==> config.mk <==
export PLATFORM = sky130hd
export DESIGN_NAME = dms_coordinate_parser_top
export DESIGN_NICKNAME = d
export VERILOG_FILES = /design/src/hdl/dmsp_pkg.sv /design/src/hdl/dms_coordinate_parser_top.sv /design/src/hdl/dmsp_parse.sv /design/src/hdl/dmsp_convert.sv
export SDC_FILE = /design/constraint.sdc
export NUM_CORES = 1
export LEC_CHECK = 0
export CAP_MARGIN = 5
export CORE_MARGIN = 8
export CORE_UTILIZATION = 50
export DETAILED_ROUTE_END_ITERATION = 12
export DONT_BUFFER_PORTS = 1
export PLACE_DENSITY = 0.63
export SLEW_MARGIN = 0
export SYNTH_ARGS = -nofsm -noshare
export SYNTH_HDL_FRONTEND = slang
export SYNTH_SLANG_ARGS = --single-unit
==> constraint.sdc <==
create_clock -name clk -period 7.51 [get_ports clk]
set_input_delay 0.3755 -clock clk [delete_from_list [all_inputs] [get_ports clk]]
set_output_delay 0.3755 -clock clk [all_outputs]
set_load 0.02 [all_outputs]
==> src/hdl/dmsp_pkg.sv <==
// Shared types, constants and helper functions for the DMS coordinate parser.
package dmsp_pkg;

	// Field widths of the result and of the parse state.
	localparam int unsigned LatW    = 20;
	localparam int unsigned LonW    = 21;
	localparam int unsigned LonMagW = 22;
	localparam int unsigned PosW    = 5;
	localparam int unsigned FieldW  = 7;
	localparam int unsigned LonDegW = 10;

	// Character positions within the fixed token form DDMMSSXDDDMMSSY.
	localparam logic [PosW-1:0] TokenLen   = 5'd15;
	localparam logic [PosW-1:0] PosSat     = 5'd16;
	localparam logic [PosW-1:0] LatHemiPos = 5'd6;
	localparam logic [PosW-1:0] LonHemiPos = 5'd14;
	localparam logic [PosW-1:0] LatDegEnd  = 5'd1;
	localparam logic [PosW-1:0] LatMinEnd  = 5'd3;
	localparam logic [PosW-1:0] LatSecEnd  = 5'd5;
	localparam logic [PosW-1:0] LonDegEnd  = 5'd9;
	localparam logic [PosW-1:0] LonMinEnd  = 5'd11;

	// ASCII codes that the form accepts.
	localparam logic [7:0] CharZero = 8'h30;
	localparam logic [7:0] CharNine = 8'h39;
	localparam logic [7:0] CharN    = 8'h4E;
	localparam logic [7:0] CharS    = 8'h53;
	localparam logic [7:0] CharE    = 8'h45;
	localparam logic [7:0] CharW    = 8'h57;

	// Range limits and arc-second scale factors.
	localparam logic [FieldW-1:0]  MinSecLimit = 7'd60;
	localparam logic [FieldW-1:0]  LatDegMax   = 7'd90;
	localparam logic [LonDegW-1:0] LonDegMax   = 10'd180;
	localparam logic [11:0]        SecPerDeg   = 12'd3600;
	localparam logic [5:0]         SecPerMin   = 6'd60;

	// Final parse state of one token, handed to the conversion stage.
	typedef struct packed {
		logic                 basic_ok;
		logic [FieldW-1:0]    lat_deg;
		logic [FieldW-1:0]    lat_min;
		logic [FieldW-1:0]    lat_sec;
		logic                 lat_south;
		logic [LonDegW-1:0]   lon_deg;
		logic [FieldW-1:0]    lon_min;
		logic [FieldW-1:0]    lon_sec;
		logic                 lon_west;
	} snap_t;

	// Appends one decimal digit to a 7-bit accumulator, wrapping at its width.
	function automatic logic [FieldW-1:0] push_digit7(input logic [FieldW-1:0] acc,
			input logic [3:0] d);
		push_digit7 = FieldW'((acc << 3) + (acc << 1) + FieldW'(d));
	endfunction

	// Appends one decimal digit to the 10-bit longitude degree accumulator.
	function automatic logic [LonDegW-1:0] push_digit10(input logic [LonDegW-1:0] acc,
			input logic [3:0] d);
		push_digit10 = LonDegW'((acc << 3) + (acc << 1) + LonDegW'(d));
	endfunction

endpackage

==> src/hdl/dms_coordinate_parser_top.sv <==
// Top level of the DMS coordinate parser: input register and stage handshakes.
//
// Usage: the sender offers one ASCII character of a token per item on char_in,
// with last_char high on the token's final character, qualified by item_valid.
// The block checks the fixed form DDMMSSXDDDMMSSY and, for each token, returns
// one result item on the final character only: coord_valid, and latitude and
// longitude in signed whole arc-seconds (south and west negative, both zero
// when the token is malformed or out of range).
// Throughput is one item per cycle while item_stall is low; every character is
// taken in a single pass through the parse logic, limited by the per-character
// state update. From acceptance of the last character, its result passes in turn
// through the input register, the snapshot register and the result register
// before it reaches the result ports.
// Reset (arst_n low) empties every stage and clears the parse state, so the
// next character starts a new token. When the receiver holds result_stall,
// the result stays on the ports; characters keep being taken until the
// pipeline behind a waiting result fills, and then item_stall rises.
module dms_coordinate_parser_top import dmsp_pkg::*; (
	input  logic                   clk,
	input  logic                   arst_n,
	input  logic                   item_valid,
	output logic                   item_stall,
	input  logic [7:0]             char_in,
	input  logic                   last_char,
	output logic                   result_valid,
	input  logic                   result_stall,
	output logic                   coord_valid,
	output logic signed [LatW-1:0] lat_arcsec,
	output logic signed [LonW-1:0] lon_arcsec
);

	logic       valid_s1;
	logic [7:0] char_s1;
	logic       last_s1;
	logic       s1_go;
	logic       snap_ready;
	snap_t      snap;

	// A character leaves the input register at once, a last one when its slot is free.
	assign s1_go      = valid_s1 && (!last_s1 || snap_ready);
	assign item_stall = valid_s1 && !s1_go;

	// Input register.
	always_ff @(posedge clk or negedge arst_n) begin
		if (!arst_n) begin
			valid_s1 <= 1'b0;
		end else if (!item_stall) begin
			valid_s1 <= item_valid;
		end
	end

	always_ff @(posedge clk) begin
		if (item_valid && !item_stall) begin
			char_s1 <= char_in;
			last_s1 <= last_char;
		end
	end

	dmsp_parse u_parse (
		.clk     (clk),
		.arst_n  (arst_n),
		.byte_en (s1_go),
		.char_s1 (char_s1),
		.last_s1 (last_s1),
		.snap    (snap)
	);

	dmsp_convert u_convert (
		.clk          (clk),
		.arst_n       (arst_n),
		.snap         (snap),
		.snap_valid   (s1_go && last_s1),
		.snap_ready   (snap_ready),
		.result_valid (result_valid),
		.result_stall (result_stall),
		.coord_valid  (coord_valid),
		.lat_arcsec   (lat_arcsec),
		.lon_arcsec   (lon_arcsec)
	);

endmodule

==> src/hdl/dmsp_parse.sv <==
// Per-character parse state: position count, format check and digit accumulators.
module dmsp_parse import dmsp_pkg::*; (
	input  logic       clk,
	input  logic       arst_n,
	input  logic       byte_en,
	input  logic [7:0] char_s1,
	input  logic       last_s1,
	output snap_t      snap
);

	logic [PosW-1:0]    pos_q, pos_d;
	logic               err_q, err_d;
	logic [FieldW-1:0]  lat_deg_q, lat_deg_d;
	logic [FieldW-1:0]  lat_min_q, lat_min_d;
	logic [FieldW-1:0]  lat_sec_q, lat_sec_d;
	logic               south_q, south_d;
	logic [LonDegW-1:0] lon_deg_q, lon_deg_d;
	logic [FieldW-1:0]  lon_min_q, lon_min_d;
	logic [FieldW-1:0]  lon_sec_q, lon_sec_d;
	logic               west_q, west_d;
	logic               is_digit;
	logic [3:0]         digit;

	// A digit's value is the low nibble of its ASCII code.
	assign is_digit = (char_s1 >= CharZero) && (char_s1 <= CharNine);
	assign digit    = is_digit ? char_s1[3:0] : 4'd0;

	// Next state after taking the character in the input register.
	always_comb begin
		pos_d     = pos_q;
		err_d     = err_q;
		lat_deg_d = lat_deg_q;
		lat_min_d = lat_min_q;
		lat_sec_d = lat_sec_q;
		south_d   = south_q;
		lon_deg_d = lon_deg_q;
		lon_min_d = lon_min_q;
		lon_sec_d = lon_sec_q;
		west_d    = west_q;
		if (pos_q >= TokenLen) begin
			err_d = 1'b1;
		end else if (pos_q == LatHemiPos) begin
			if (char_s1 == CharN || char_s1 == CharS) begin
				south_d = (char_s1 == CharS);
			end else begin
				err_d = 1'b1;
			end
		end else if (pos_q == LonHemiPos) begin
			if (char_s1 == CharE || char_s1 == CharW) begin
				west_d = (char_s1 == CharW);
			end else begin
				err_d = 1'b1;
			end
		end else if (!is_digit) begin
			err_d = 1'b1;
		end else if (pos_q <= LatDegEnd) begin
			lat_deg_d = push_digit7(lat_deg_q, digit);
		end else if (pos_q <= LatMinEnd) begin
			lat_min_d = push_digit7(lat_min_q, digit);
		end else if (pos_q <= LatSecEnd) begin
			lat_sec_d = push_digit7(lat_sec_q, digit);
		end else if (pos_q <= LonDegEnd) begin
			lon_deg_d = push_digit10(lon_deg_q, digit);
		end else if (pos_q <= LonMinEnd) begin
			lon_min_d = push_digit7(lon_min_q, digit);
		end else begin
			lon_sec_d = push_digit7(lon_sec_q, digit);
		end
		pos_d = (pos_q < PosSat) ? pos_q + 5'd1 : PosSat;
	end

	// The token's final state, valid in the cycle its last character is taken.
	always_comb begin
		snap.basic_ok  = (pos_d == TokenLen) && !err_d;
		snap.lat_deg   = lat_deg_d;
		snap.lat_min   = lat_min_d;
		snap.lat_sec   = lat_sec_d;
		snap.lat_south = south_d;
		snap.lon_deg   = lon_deg_d;
		snap.lon_min   = lon_min_d;
		snap.lon_sec   = lon_sec_d;
		snap.lon_west  = west_d;
	end

	// State registers; the last character of a token returns them to zero.
	always_ff @(posedge clk or negedge arst_n) begin
		if (!arst_n) begin
			pos_q     <= '0;
			err_q     <= 1'b0;
			lat_deg_q <= '0;
			lat_min_q <= '0;
			lat_sec_q <= '0;
			south_q   <= 1'b0;
			lon_deg_q <= '0;
			lon_min_q <= '0;
			lon_sec_q <= '0;
			west_q    <= 1'b0;
		end else if (byte_en) begin
			if (last_s1) begin
				pos_q     <= '0;
				err_q     <= 1'b0;
				lat_deg_q <= '0;
				lat_min_q <= '0;
				lat_sec_q <= '0;
				south_q   <= 1'b0;
				lon_deg_q <= '0;
				lon_min_q <= '0;
				lon_sec_q <= '0;
				west_q    <= 1'b0;
			end else begin
				pos_q     <= pos_d;
				err_q     <= err_d;
				lat_deg_q <= lat_deg_d;
				lat_min_q <= lat_min_d;
				lat_sec_q <= lat_sec_d;
				south_q   <= south_d;
				lon_deg_q <= lon_deg_d;
				lon_min_q <= lon_min_d;
				lon_sec_q <= lon_sec_d;
				west_q    <= west_d;
			end
		end
	end

endmodule

==> src/hdl/dmsp_convert.sv <==
// Range check and arc-second conversion of a finished token, with the result register.
module dmsp_convert import dmsp_pkg::*; (
	input  logic                   clk,
	input  logic                   arst_n,
	input  snap_t                  snap,
	input  logic                   snap_valid,
	output logic                   snap_ready,
	output logic                   result_valid,
	input  logic                   result_stall,
	output logic                   coord_valid,
	output logic signed [LatW-1:0] lat_arcsec,
	output logic signed [LonW-1:0] lon_arcsec
);

	snap_t               snap_s2;
	logic                valid_s2;
	logic                out_valid_q;
	logic                ok_q;
	logic [LatW-1:0]     lat_q;
	logic [LonW-1:0]     lon_q;
	logic                out_ready;
	logic                ok;
	logic [LatW-1:0]     lat_mag;
	logic [LonMagW-1:0]  lon_mag;
	logic [LatW-1:0]     lat_val;
	logic [LonW-1:0]     lon_val;

	// The result register frees when empty or taken; the snapshot stage follows it.
	assign out_ready  = !out_valid_q || !result_stall;
	assign snap_ready = !valid_s2 || out_ready;

	// Snapshot register for the token that just finished.
	always_ff @(posedge clk or negedge arst_n) begin
		if (!arst_n) begin
			valid_s2 <= 1'b0;
		end else if (snap_ready) begin
			valid_s2 <= snap_valid;
		end
	end

	always_ff @(posedge clk) begin
		if (snap_ready && snap_valid) begin
			snap_s2 <= snap;
		end
	end

	// Range checks and arc-second sums.
	always_comb begin
		ok = snap_s2.basic_ok
			&& (snap_s2.lat_min < MinSecLimit) && (snap_s2.lat_sec < MinSecLimit)
			&& (snap_s2.lon_min < MinSecLimit) && (snap_s2.lon_sec < MinSecLimit)
			&& (snap_s2.lat_deg <= LatDegMax) && (snap_s2.lon_deg <= LonDegMax);
		lat_mag = LatW'(snap_s2.lat_deg) * LatW'(SecPerDeg)
			+ LatW'(snap_s2.lat_min) * LatW'(SecPerMin) + LatW'(snap_s2.lat_sec);
		lon_mag = LonMagW'(snap_s2.lon_deg) * LonMagW'(SecPerDeg)
			+ LonMagW'(snap_s2.lon_min) * LonMagW'(SecPerMin) + LonMagW'(snap_s2.lon_sec);
		lat_val = snap_s2.lat_south ? -lat_mag : lat_mag;
		lon_val = snap_s2.lon_west ? -lon_mag[LonW-1:0] : lon_mag[LonW-1:0];
	end

	// Result register; an invalid token reports zero coordinates.
	always_ff @(posedge clk or negedge arst_n) begin
		if (!arst_n) begin
			out_valid_q <= 1'b0;
		end else if (out_ready) begin
			out_valid_q <= valid_s2;
		end
	end

	always_ff @(posedge clk) begin
		if (out_ready && valid_s2) begin
			ok_q  <= ok;
			lat_q <= ok ? lat_val : '0;
			lon_q <= ok ? lon_val : '0;
		end
	end

	assign result_valid = out_valid_q;
	assign coord_valid  = ok_q;
	assign lat_arcsec   = $signed(lat_q);
	assign lon_arcsec   = $signed(lon_q);

endmodule

==> results.yml, run 1 <==
status:
  status: "finished clean"
drt:
  drtIter0Drc: 382
  firstDrtPassIters: 7
  ant_nets: 0
  wire_per_inst_um: 15.7
  routed_wl_um: 26000
  via_per_inst: 5.44
  vias: 9028
  route.detailed.drc: 0
cells_and_area:
  drive_gt1_frac: 0.0751
  syn2layout_area_growth_pct: 7.41
  finalInstanceArea_um2: 14600
  stdcell_count: 1659
  nets: 1591
  diodes: 0
  fin_util: 0.544
synth:
  synthesis.nets: 1589
  syn_area_um2: 13600
  synthArstFlopShare: 0.361
  synthDistinctLibCells: 83
  synth.largest_area_cell: "edfxtp_1"
  synth-seq-cells: 155
  seq_area_frac_synth: 0.321
  ys.flop_type: "edfxtp_1"
  synth_cells: 1303
  synth_edf_count: 99
  yosys-top-cells-area: "edfxtp_1 22%, ha_1 20%, dfrtp_1 10%, fa_1 8.7%, xnor2_1 4.9%"
  syn_avg_cell_area_um2: 10.4
  ys.warnings.count: 0
  synth_top_area_share: 0.218
floorplanning:
  dieWidth_um: 181
  core_region_area_um2: 26900
  io_pins: 57
  die_area_um2: 32800
  initial_core_util: 0.506
  die_h_um: 181
  row_count: 60
sta:
  fin_crit_ns: 5.94
  setup_viol: 0
  tns_ns: 0
  hold_violations: 0
  max_freq_ghz: 0.168
  finClkSkew_ns: 0.0108
  fin_ws_ns: 1.57
  max_slew.worst_pin.slew_ns: 1.07
  maxSlewHeadroom: 0.282
  rsz0062_at_grt: "no"
  slew_violations: 0
  finalCritPeriodShare: 0.791
place:
  dp_slack_ns: 1.59
  post-place-cells: 1625
  gp_congestion: 0.842
  place_hpwl_um: 20200
  io_buffers: 0
  post_dp_cell_area_um2: 14000
cts:
  cts_buffers: 17
  post_cts_buffers: 0
  cts.sinks: 155
  cts_buffer_depth: 2
  path_clk_slew_ns: 0.07
  clk_latency_ns: 0.43
  cts_hold_buffers: 2
  cts_resized: 0
  cts_root_buffer: "clkbuf_16"
  htree_levels: 4
  tritoncts: "done"
setup_path:
  worst-path-buf-inv: 2
  reg2reg_depth: 23
  crit_family: "adder cells"
  cp-start-kind: "flip-flop"
  critPathKind: "flip-flop to flip-flop"
  r2r-end: "u_convert.lon_arcsec[20]"
  r2r_start: "u_convert.snap_s2[11]"
  ff2ff_setup_slack_ns: 1.57
  end_kind: "flip-flop"
  critPathMaxStageDelay_ns: 0.52
  path_cells: "inv_1 > fa_1 > fa_1 > inv_1 > ha_1 > a21o_1 > a21oi_1 > o21bai_1 > a21oi_1 > o21bai_1 > a21oi_1 > xnor2_1 > ha_1 > ha_1 > nand3_1 > a211o_1 > a21oi_1 > xor2_1 > nand2_1 > or4_4 > o31ai_2 > xnor2_1 > nor2_1"
  cpMostUsedCell: "a21oi_1"
  slowest_stage: "fa_1"
  cp.required_ns: 7.68
  crit_arrival_ns: 6.11
  cp_max_fo: 5
worst_hold_path:
  holdPathEnd: "last_s1"
  hold_path_class: "input pin to flip-flop"
  min_from: "last_char"
  whs_path_depth: 0
grt:
  track_usage: 0.162
  grt_max_degree: 57
  antenna_found_initial: 0
  grt_pass1_wl_um: 44000
  grt-ovfl-total: 0
  grt_pass1_vias: 8941
power_and_ir_drop:
  p_per_area_nw_per_um2: 228
  ir_drop_v: 0.000127
  power_leakage_uw: 0.00691
run:
  maxCapViolCount: 0
cells in the final DEF (no fill, tap or decap), types with 6 or more instances in the layout:
cell type  instances
and2_1             6
dfrtp_1           56
o31ai_1            8
nor3_1            19
inv_1            149
nand3_1           19
o21bai_1          16
nor2b_1           11
nor4_1             6
and3_1             7
mux2_2            28
nand4_1            8
a22o_1            38
xor2_1            46
o2111ai_1          6
fa_1              59
or4_1              6
nand2_1           77
o21ai_0           48
edfxtp_1          99
xnor2_1           76
or3_1              8
ha_1             214
nand2b_1           7
nor2_1            81
a21oi_1           59
a21o_1            24
clkbuf_16         17
routing by layer:
layer,vias up,global-route usage,share of wire
met1,4255,0.228,0.52
met5,-,0,0
met4,0,0.0364,0.011
li1,4616,-,-
met3,21,0.0253,0.030
met2,136,0.259,0.44
flip-flops by register name (all words and copies together), names as in the netlist:
name                    flops
last_s1                     1
u_parse.lat_deg_q           7
char_s1                     8
u_convert.valid_s2          1
u_convert.lat_arcsec       20
u_convert.lon_arcsec       21
u_convert.snap_s2          48
u_parse.south_q             1
u_parse.west_q              1
u_parse.lon_sec_q           7
u_parse.pos_q               5
valid_s1                    1
u_convert.coord_valid       1
u_parse.lat_sec_q           7
u_parse.lon_min_q           7
u_parse.lon_deg_q          10
u_convert.result_valid      1
u_parse.lat_min_q           7
u_parse.err_q               1
where the power goes:
part           switching, uW  internal (uW)  leakage, uW
clock                    403            476     0.000289
combinational            829            619      0.00489
sequential              57.3            951      0.00173
worst reg2reg max path, stage by stage (launching register included):
cell,delay (ns)
edfxtp_1,0.45
inv_1,0.18
fa_1,0.46
fa_1,0.52
inv_1,0.04
ha_1,0.33
a21o_1,0.17
a21oi_1,0.21
o21bai_1,0.09
a21oi_1,0.24
o21bai_1,0.11
a21oi_1,0.18
xnor2_1,0.15
ha_1,0.26
ha_1,0.38
nand3_1,0.10
a211o_1,0.36
a21oi_1,0.19
xor2_1,0.33
nand2_1,0.09
or4_4,0.44
o31ai_2,0.22
xnor2_1,0.14
nor2_1,0.05
synthesized netlist by cell type, types with 5 or more instances:
cell type	count
nor3_1	20
nor2b_1	11
o211ai_1	5
dfrtp_1	56
a21o_1	24
ha_1	214
clkbuf_1	21
o21ai_1	5
o31ai_1	8
o21ai_0	48
o2111ai_1	6
nand4_1	8
o21a_1	5
nor4_1	6
a21oi_1	59
a22o_1	38
xnor2_1	76
a31oi_1	5
or3_1	8
nand2_1	77
mux2_2	28
fa_1	59
nand2b_1	7
nor2_1	81
or4_1	6
and2_1	6
nand3_1	19
inv_1	149
edfxtp_1	99
xor2_1	46
and3_1	8
o21bai_1	16
stage by stage:
step,hold WS [ns],power [uW]
after CTS,0.0232,3370
after global routing,0.0210,3590
final,0.0383,3340
after detailed placement,0.0857,2460
after floorplan,0.0799,2220
after global placement,0.0856,2450
cell type report:
cell class / instances / area, um^2
Tap cell: 341 / 427
Fill cell: 2375 / 12300
Multi-Input combinational cell: 975 / 8580
Timing Repair Buffer: 7 / 75.1
Clock buffer: 17 / 425
Sequential cell: 155 / 4370
Clock inverter: 15 / 173
Inverter: 149 / 559
how the worst max path moves through the flow:
stage	from	endpoint	slack, ns	cells past startpoint
finish	u_convert.snap_s2[11]	u_convert.lon_arcsec[20]	1.57	23
global route	u_convert.snap_s2[11]	u_convert.lon_arcsec[20]	1.12	23
floorplan	u_convert.snap_s2[11]	u_convert.lon_arcsec[20]	2.03	23
detailed placement	u_convert.snap_s2[11]	u_convert.lon_arcsec[20]	1.59	23
CTS	u_convert.snap_s2[11]	u_convert.lon_arcsec[20]	1.56	23
global placement	u_convert.snap_s2[11]	u_convert.lon_arcsec[20]	1.73	23
cells by family (layout without fill, tap and decap cells):
| kind of cell | after synthesis | in the layout | synth area share |
|---|---|---|---|
| mux | 31 | 31 | 0.0254 |
| fa+ha+maj | 273 | 273 | 0.284 |
| compound gates | 262 | 262 | 0.136 |
| buf+inv | 173 | 188 | 0.0491 |
| simple gates | 286 | 286 | 0.104 |
| xor+xnor | 123 | 123 | 0.0805 |
| flops | 155 | 155 | 0.321 |
(Power assumes the default switching activity.)
==> run 2: changes to the inputs <==
Clock period 7.51 ns to 5.54 ns, I/O delays scaled along.
==> results.yml, run 2 (same netlist as run 1, synthesis figures left out) <==
sta:
  slew_violations: 0
  fin_crit_ns: 5.43
  hold_violations: 0
  finClkSkew_ns: 0.0166
  whs_ns: 0.213
  max_slew.worst_pin.slew_ns: 1.11
  finalCritPeriodShare: 0.980
  maxSlewHeadroom: 0.255
  rsz0062_at_grt: "yes"
  max_freq_ghz: 0.184
  setup_viol: 0
setup_path:
  end_kind: "flip-flop"
  critPathMaxStageDelay_ns: 0.56
  path_cells: "fa_1 > fa_1 > ha_1 > a21o_1 > a21oi_2 > o21bai_1 > a21oi_2 > buf_4 > xnor2_1 > ha_1 > ha_1 > or4_4 > o21ai_2 > a21oi_2 > o311ai_4 > and2_4 > nand2_2 > or4_4 > o31ai_4 > xnor2_1 > nor2_1"
  crit_arrival_ns: 5.60
  worst-path-buf-inv: 1
  crit_family: "adder cells"
  cp-start-kind: "flip-flop"
  cp.required_ns: 5.71
  critPathKind: "flip-flop to flip-flop"
  slowest_stage: "fa_1"
  cp_max_fo: 4
drt:
  route.detailed.drc: 0
  drtIter0Drc: 403
  wire_per_inst_um: 15.4
  vias: 9394
  via_per_inst: 5.41
  firstDrtPassIters: 5
  ant_nets: 0
  routed_wl_um: 26700
worst_hold_path:
  hold_path_class: "input pin to flip-flop"
cells_and_area:
  layout.cells.most_common: "ha_1"
  regMostFlops: "u_convert.snap_s2"
  stdcell_count: 1738
  regArea_um2: 4370
  largest_reg_flops: 48
  mostFrequentLayoutCells: "203 x ha_1, 145 x inv_1, 99 x edfxtp_1"
  nets: 1670
  nFillCells: 2231
  syn2layout_area_growth_pct: 15.2
  multi_input_area_um2: 9000
  diodes: 0
  drive_gt1_frac: 0.163
status:
  status: "finished clean"
floorplanning:
  die_area_um2: 32800
  core_region_area_um2: 26900
  die_h_um: 181
  initial_core_util: 0.506
  io_pins: 57
  row_count: 60
  dieWidth_um: 181
cts:
  path_clk_slew_ns: 0.07
  cts_root_buffer: "clkbuf_16"
  cts_buffer_depth: 2
  tritoncts: "done"
  clk_latency_ns: 0.43
  htree_levels: 4
  cts_buffers: 17
  cts.sinks: 155
grt:
  antenna_found_initial: 0
  track_usage: 0.164
  grt_max_degree: 57
  grt_pass1_vias: 9317
  grt_pass1_wl_um: 44800
  grt-ovfl-total: 0
place:
  post-place-cells: 1678
  gp_congestion: 0.861
  io_buffers: 0
  place_hpwl_um: 20500
power_and_ir_drop:
  ir_drop_v: 0.000171
  power_leakage_uw: 0.00734
  p_per_area_nw_per_um2: 329
run:
  maxCapViolCount: 0
==> run 2: cell count changes in the layout (fill, tap and decap cells not counted), sizes merged <==
cell         change
buf             +68
dlygate4sd3     +11
clkinv           +2
inv              -2
==> run 2: layout make-up <==
class | count | area share
clock inverter | 15 | 0.0121
sequential | 155 | 0.279
timing repair buffer | 86 | 0.0446
inverter | 149 | 0.0357
multi-input combinational | 975 | 0.574
tap | 341 | 0.0272
clock buffer | 17 | 0.0271
==> run 2: layer usage <==
layer  vias up  wire (um)  track usage  share of wire
met3        23        858       0.0233          0.032
met5         -          0            0              0
met4         0        276       0.0394          0.010
met2       159      12200        0.266           0.46
li1       4767          -            -              -
met1      4445      13400        0.228           0.50
==> run 2: metrics by stage <==
stage	setup WS, ns	instance area (um^2)	utilization	setup TNS, ns	power (uW)
global route	-0.179	15700	0.583	-0.593	5530
finish	0.110	15700	0.583	0	5160
global placement	0.0182	14400	0.535	0	3570
CTS	0.000816	15300	0.568	0	4900
detailed placement	-0.135	14400	0.535	-0.173	3590
floorplan	0.0639	13600	-	0	3010
==> run 2: path summary, 6_finish.rpt <==
path	start	end	slack (ns)	depth (start not counted)
min in group asynchronous	arst_n	u_parse.lat_deg_q[5]	0.36	2
max reg2reg	u_convert.snap_s2[10]	u_convert.lon_arcsec[20]	0.11	21
max in group asynchronous	arst_n	u_parse.lon_deg_q[0]	4.90	2
min	result_stall	valid_s1	0.21	4
min reg2reg	u_parse.lat_sec_q[6]	u_parse.lat_sec_q[6]	0.49	2
max	u_convert.snap_s2[10]	u_convert.lon_arcsec[20]	0.11	21
==> run 2: what timing repair did <==
item,CTS,global route
hold endpoints to repair,68,0
hold buffers,13,0
resized for setup,20,58
endpoints found under the setup margin,4,13
setup buffers,4,11
pin swaps,20,41
gates cloned,0,0
==> run 2: power breakdown <==
part	switching [uW]	leakage, uW	internal [uW]
combinational	1370	0.00532	1230
clock	543	0.000294	652
sequential	75.5	0.00173	1290
==> run 2: worst min-delay path: cells and delay by family <==
kind	cells	cell delay (ns)
and+or+nand+nor	3	0.28
buffers and inverters	1	0.05
